$ cat src/hw/rtl/lph_pkg.sv
package lph_pkg;

  localparam int unsigned DEPTH_DEF = 4096;
  localparam int unsigned KEY_W = 32;
  localparam int unsigned VAL_W = 32;
  localparam int unsigned BC_W = 13;
  localparam int unsigned SIDX_W = 12;
  localparam int unsigned MISS_W = 13;

  localparam logic [1:0] CMD_INSERT = 2'd0;
  localparam logic [1:0] CMD_QUERY = 2'd1;
  localparam logic [1:0] CMD_REMOVE = 2'd2;

  localparam logic [1:0] MARK_EMPTY = 2'd0;
  localparam logic [1:0] MARK_FULL = 2'd1;
  localparam logic [1:0] MARK_TOMB = 2'd2;

  localparam logic [1:0] ST_OK = 2'd0;
  localparam logic [1:0] ST_DUP = 2'd1;
  localparam logic [1:0] ST_FULL = 2'd2;
  localparam logic [1:0] ST_MISS = 2'd3;

  // controller to datapath
  typedef struct packed {
    logic load;      // capture request, start home multiply
    logic home;      // take home slot into probe pointer
    logic rd;        // issue slot read at probe pointer
    logic step;      // advance pointer, count a miss
    logic wr_ins;    // write full slot with key and value
    logic wr_tomb;   // mark slot tombstone
    logic clr;       // clearing pass write
    logic fin;       // load result register
    logic [1:0] st;  // result status
    logic with_idx;  // report slot index
    logic with_val;  // report value
  } lph_cmd_t;

  // datapath to controller
  typedef struct packed {
    logic [1:0] cmd;
    logic [1:0] mark;
    logic key_eq;
    logic cap_hit;   // probe has examined bucket_count slots
    logic full_tbl;  // record_count >= bucket_count
    logic clr_last;
  } lph_sts_t;

endpackage

$ cat src/hw/rtl/lph_ctrl.sv
module lph_ctrl (
  input  logic clk,
  input  logic rst_n,
  input  logic in_valid,
  output logic in_ready,
  output logic out_valid,
  input  logic out_ready,
  input  lph_pkg::lph_sts_t sts,
  output lph_pkg::lph_cmd_t cmd
);
  import lph_pkg::*;

  localparam logic [2:0] S_CLR = 3'd0;
  localparam logic [2:0] S_IDLE = 3'd1;
  localparam logic [2:0] S_MUL = 3'd2;
  localparam logic [2:0] S_RD = 3'd3;
  localparam logic [2:0] S_EVAL = 3'd4;
  localparam logic [2:0] S_OUT = 3'd5;

  logic [2:0] state_r, state_nxt;
  logic out_valid_r, out_valid_nxt;
  logic accept;

  assign in_ready = (state_r == S_IDLE) && (!out_valid_r || out_ready);
  assign accept = in_valid && in_ready;
  assign out_valid = out_valid_r;

  // sequencer
  always_comb begin
    state_nxt = state_r;
    out_valid_nxt = out_valid_r;
    cmd = '0;
    if (out_valid_r && out_ready) out_valid_nxt = 1'b0;
    case (state_r)
      S_CLR: begin
        cmd.clr = 1'b1;
        if (sts.clr_last) state_nxt = S_IDLE;
      end
      S_IDLE: begin
        cmd.load = accept;
        if (accept) state_nxt = S_MUL;
      end
      S_MUL: begin
        cmd.home = 1'b1;
        state_nxt = S_RD;
        if (sts.cmd == CMD_INSERT && sts.full_tbl) begin
          cmd.fin = 1'b1;
          cmd.st = ST_FULL;
          state_nxt = S_OUT;
        end else if (sts.cmd != CMD_INSERT && sts.cmd != CMD_QUERY &&
                     sts.cmd != CMD_REMOVE) begin
          cmd.fin = 1'b1;
          cmd.st = ST_MISS;
          state_nxt = S_OUT;
        end
      end
      S_RD: begin
        if (sts.cap_hit) begin
          cmd.fin = 1'b1;
          cmd.st = (sts.cmd == CMD_INSERT) ? ST_FULL : ST_MISS;
          state_nxt = S_OUT;
        end else begin
          cmd.rd = 1'b1;
          state_nxt = S_EVAL;
        end
      end
      S_EVAL: begin
        state_nxt = S_RD;
        if (sts.cmd == CMD_INSERT) begin
          if (sts.mark != MARK_FULL) begin
            cmd.wr_ins = 1'b1;
            cmd.fin = 1'b1;
            cmd.st = ST_OK;
            cmd.with_idx = 1'b1;
            state_nxt = S_OUT;
          end else if (sts.key_eq) begin
            cmd.fin = 1'b1;
            cmd.st = ST_DUP;
            state_nxt = S_OUT;
          end else begin
            cmd.step = 1'b1;
          end
        end else begin
          if (sts.mark == MARK_FULL && sts.key_eq) begin
            cmd.fin = 1'b1;
            cmd.st = ST_OK;
            cmd.with_idx = 1'b1;
            cmd.with_val = (sts.cmd == CMD_QUERY);
            cmd.wr_tomb = (sts.cmd == CMD_REMOVE);
            state_nxt = S_OUT;
          end else if (sts.mark == MARK_EMPTY) begin
            cmd.fin = 1'b1;
            cmd.st = ST_MISS;
            state_nxt = S_OUT;
          end else begin
            cmd.step = 1'b1;
          end
        end
      end
      S_OUT: begin
        out_valid_nxt = 1'b1;
        state_nxt = S_IDLE;
      end
      default: state_nxt = S_IDLE;
    endcase
  end

  always_ff @(posedge clk) begin
    if (!rst_n) begin
      state_r <= S_CLR;
      out_valid_r <= 1'b0;
    end else begin
      state_r <= state_nxt;
      out_valid_r <= out_valid_nxt;
    end
  end

  // no request taken during clearing pass
  assert property (@(posedge clk) disable iff (!rst_n) state_r == S_CLR |-> !in_ready)
    else $error("request accepted while clearing");
  // result loaded only while output register is free or draining
  assert property (@(posedge clk) disable iff (!rst_n)
    state_r == S_OUT |-> !out_valid_r || out_ready)
    else $error("result overwrite");
  // an accepted request moves the sequencer into S_MUL
  assert property (@(posedge clk) disable iff (!rst_n) accept |=> state_r == S_MUL)
    else $error("request lost");

endmodule

$ cat config.mk
export PLATFORM = sky130hd
export DESIGN_NAME = lph_ctrl
export DESIGN_NICKNAME = d
export VERILOG_FILES = /design/src/hw/rtl/lph_pkg.sv /design/src/hw/rtl/lph_ctrl.sv
export SDC_FILE = /design/constraint.sdc
export NUM_CORES = 1
export LEC_CHECK = 0
export BUFFER_PORTS_ARGS = -buffer_cell sky130_fd_sc_hd__buf_2
export CAP_MARGIN = 20
export CELL_PAD_IN_SITES_DETAIL_PLACEMENT = 1
export CELL_PAD_IN_SITES_GLOBAL_PLACEMENT = 2
export CORE_ASPECT_RATIO = 1.5
export CORE_MARGIN = 1
export CORE_UTILIZATION = 22
export DETAILED_ROUTE_END_ITERATION = 16
export HOLD_SLACK_MARGIN = 0.03
export PLACE_DENSITY_LB_ADDON = 0.05
export REMOVE_ABC_BUFFERS = 1
export SYNTH_ARGS = -nofsm -noshare
export SYNTH_HDL_FRONTEND = slang
export SYNTH_SLANG_ARGS = --single-unit
$ cat constraint.sdc
create_clock -name clk -period 1.7 [get_ports clk]
set_clock_uncertainty 0.2 [all_clocks]
set_input_delay 0.255 -clock clk [delete_from_list [all_inputs] [get_ports clk]]
set_output_delay 0.255 -clock clk [all_outputs]
set_load 0.01 [all_outputs]
* Word-level counts from Yosys, hierarchy flattened *
Index checks and enable logic that the tools add are counted.

operators by class
  divide/modulo/power cells = 0
  multiplexer cells = 41
  $mul = 0
  shift-type cells = 0
  reduce and logical (&&, ||, !) cells = 15
  $add $sub $neg = 0
  eq/ne operators = 13
  bitwise operators = 0
  $lt $le $gt $ge = 0

operators with widths
  kind                                                             count
  3-bit two-way mux                                                17
  1-bit two-way mux                                                19
  3-bit case mux with 5 select lines                               1
  3-bit case mux with 3 select lines                               1
  1-bit logical AND                                                7
  3-bit by 2-bit == test with 1-bit output, second input constant  2
  3-bit == test, second input constant                             2
  2-bit != test, second input constant                             3
  2-bit by 1-bit == test with 1-bit output, second input constant  2
  2-bit zero test                                                  2
  2-bit two-way mux                                                2
  4-bit two-way mux                                                1
  2-bit by 1-bit != test with 1-bit output, second input constant  2
  2-bit nonzero test                                               2
  3-bit by 1-bit == test with 1-bit output, second input constant  1
  3-bit zero test                                                  1
  2-bit == test, second input constant                             1
  2-bit AND reduction                                              1
  1-bit zero test                                                  1
  1-bit logical OR                                                 1

word-level totals
  bits in latches = 0
  ROM bits = 0
  memories kept = 0
  output and inout port bits = 14
  register bits after elaboration = 4
  memory bits (writable) = 0
  logic and storage cells = 71
  input port bits = 12

* Depth between registers and ports, before layout *
  depth after elaboration = 6
  gate-level depth with buffers = 4
  depth with buffers taken out = 3

* Worst setup path before layout *
Ideal clock, no wire load.

  kind = reg-to-output
  start point = reg state_r[2]
  end point = out cmd[4] in the netlist's numbering
  data arrival time = 1.179 ns
  slack = 0.066 ns
  data required time = 1.245 ns
  cell stages (with the launch flop) = 5
  cell sequence = dfxtp_1 buf_6 nor3b_4 or3b_1 nand2_1

RTL lines
  what                    line             source
  from (decl)             lph_ctrl.sv:20   logic [2:0] state_r, state_nxt;
  from (signal assigned)  lph_ctrl.sv:113  state_r <= state_nxt;
  to (decl)               lph_ctrl.sv:9    output lph_pkg::lph_cmd_t cmd

==> results.sh <==
export IMPL_status="complete, but fails checks"
export IMPL_violations="negative setup slack"
export IMPL_antenna_left=0
export IMPL_postSynthCellCount=66
export IMPL_htreeDepth=1
export IMPL_die_w_um=40.5
export IMPL_drv_slew=0
export IMPL_grt_start_max_net_pins=10
export IMPL_worst_setup_path_start_kind="flip-flop"
export IMPL_avgViaCountPerCell=4.95
export IMPL_critPathRequiredTime_ps=1240
export IMPL_yosys_warnings=0
export IMPL_fin_total_pwr_uw=482
export IMPL_synthDistinctLibCells=34
export IMPL_worst_setup_path_end_kind="output port"
export IMPL_yosys_top_cells_count="inv_1 (6), a21oi_1 (5), nor2_1 (5), dfxtp_1 (4), nand2_1 (4)"
export IMPL_drive_gt1_share_pct=63.7
export IMPL_fin_cells=124
export IMPL_dp_cells=117
export IMPL_port_buffer_count=25
export IMPL_met2_length_um=954
export IMPL_antenna_found_initial=0
export IMPL_wl_met1_um=623
export IMPL_grtUsageTotal_pct=15.1
export IMPL_final_area_um2=808
export IMPL_die_h_um=59.8
export IMPL_finalCritPeriodShare_pct=110
export IMPL_max_slew_margin_pct=73.0
export IMPL_cap_violations=0
export IMPL_grt_pass1_wl_um=2510
export IMPL_cp_max_fo=6
export IMPL_layout_setup_ws_ps=-163
export IMPL_tritoncts="done"
export IMPL_area_delta_synth_final_pct=65.2
export IMPL_ir_worst_vdd_v=0.000392
export IMPL_setup_viol=8
export IMPL_whs_ps=104
export IMPL_drc=0
export IMPL_power_density_nw_per_um2=596
export IMPL_tightest_slew_ps=404
export IMPL_ys_async_sr_fraction_pct=0
export IMPL_tns_ps=-680
export IMPL_clock_sinks=4
export IMPL_hold_class="in -> reg"
export IMPL_ys_ff_latch=4
export IMPL_drt_wl_total_um=1660
export IMPL_core_area_um2=2050
export IMPL_placed_area_um2=673
export IMPL_wl_met3_um=65
export IMPL_cp_arrival_ps=1410
export IMPL_initial_core_util_pct=23.8
export IMPL_first_iter_violations=2
export IMPL_diodes=0
export IMPL_fmax_ghz=0.537
export IMPL_clkSlewWorstSetupHoldPaths_ps=40
export IMPL_yosysTopAreaCellShare_pct=16.4
export IMPL_synth_most_common_cell="inv_1"
export IMPL_nets=116
export IMPL_gp_congestion=0.701
export IMPL_period_minus_slack_ps=1860
export IMPL_ys_seq_area_share_pct=16.4
export IMPL_yosys_most_used_dff="dfxtp_1"
export IMPL_wl_per_cell_um=13.4
export IMPL_crit_type="reg -> out"
export IMPL_ioPinCount=26
export IMPL_die_area_um2=2420
export IMPL_grt_overflow_total=0
export IMPL_leakage_nw=0.384
export IMPL_ctsHoldBuffers=0
export IMPL_cts_buffer_depth=2
export IMPL_synth_edf_count=0
export IMPL_clock_root_buffer="clkbuf_4"
export IMPL_synth_area_leaders="dfxtp_1 (16%), o221ai_1 (5.4%), a21oi_1 (5.1%), inv_1 (4.6%), nor3b_1 (4.6%)"
export IMPL_avgSynthCellArea_um2=7.41
export IMPL_dr_pass1_iters=3
export IMPL_cts_buffers_inserted=3
export IMPL_num_rows=20
export IMPL_route_vias_total=614
export IMPL_hold_violations=0
export IMPL_clock_latency_ps=240
export IMPL_grt_pass1_vias=581
export IMPL_rsz0062_at_grt="yes"
export IMPL_synth_top_area_cell="dfxtp_1"
export IMPL_highest_layer="met4"
export IMPL_dp_hpwl_um=1330
export IMPL_syn_area_um2=489
placed cells by master, fill, tap and decap left out, types with 2 or more instances in the layout:
cell      count
nor3_2        2
nand2_1       4
o21ai_0       2
a211oi_1      2
nor2b_1       2
and2_1        2
a21oi_2       2
clkbuf_4      3
dfxtp_4       3
a21oi_1       4
or3b_4        2
buf_4        10
buf_2        25
nand2b_1      2
o221ai_1      2
nor3b_1       2
inv_1         5
buf_6         2
nor2_1        4
report_power, final:
part / switching (mW) / internal, mW / total (mW)
registers: 0.0164 / 0.105 / 0.122
logic: 0.114 / 0.127 / 0.241
clock network: 0.0404 / 0.0791 / 0.119
total: 0.171 / 0.311 / 0.482
routing by layer:
metal | up-vias | global-route usage (%)
met4 | 0 | 7.14
met3 | 2 | 1.12
met5 | - | 0
met1 | 284 | 13.9
li1 | 309 | -
met2 | 19 | 29.9
through the flow:
stage | worst slack [ps] | utilization, %
floorplan | 23.3 | -
global placement | 14.4 | 32.8
detailed placement | -22.3 | 32.8
CTS | -166 | 36.0
global route | -216 | 39.4
finish | -163 | 39.4
registers in the layout, indices dropped and copies added, names as in the netlist:
register / flops
state_r: 3
out_valid: 1
cell families (layout without fill, tap and decap cells):
family                 after synthesis  in the layout  share of synthesized area, %
flip-flops                           4              4                          16.4
buffers and inverters               10             46                          10.5
AND/OR/NAND/NOR                     34             34                          45.8
AO/OA/AOI/OAI                       18             18                          27.4
timing repair:
item,CTS,global route
hold endpoints to repair,0,0
endpoints found under the setup margin,10,12
pin swaps,6,5
buffers inserted,2,2
gates resized for setup,10,12
final cells by class:
| class | instances | area [µm²] |
|---|---|---|
| clock buffer | 3 | 22.5 |
| fill | 270 | 1240 |
| inverter | 6 | 22.5 |
| sequential | 4 | 91.3 |
| timing repair buffer | 37 | 223 |
| multi-input combinational | 52 | 422 |
| tap | 22 | 27.5 |
path summary, 6_finish.rpt:
| kind | slack [ps] | from | endpoint | cells past startpoint |
|---|---|---|---|---|
| worst min register to register | 400 | out_valid | out_valid | 2 |
| worst min-delay path | 100 | rst_n | out_valid | 3 |
| worst max register to register | 110 | state_r[0] | state_r[0] | 5 |
| worst max-delay path | -160 | state_r[2] | cmd[4] | 4 |
critical path, stage by stage (launching register included):
cell and delay (ps):
dfxtp_4 360, nor3b_4 220, or3b_4 410, nand2_1 60, buf_2 120
No activity file was read; power rests on OpenSTA's default activity.
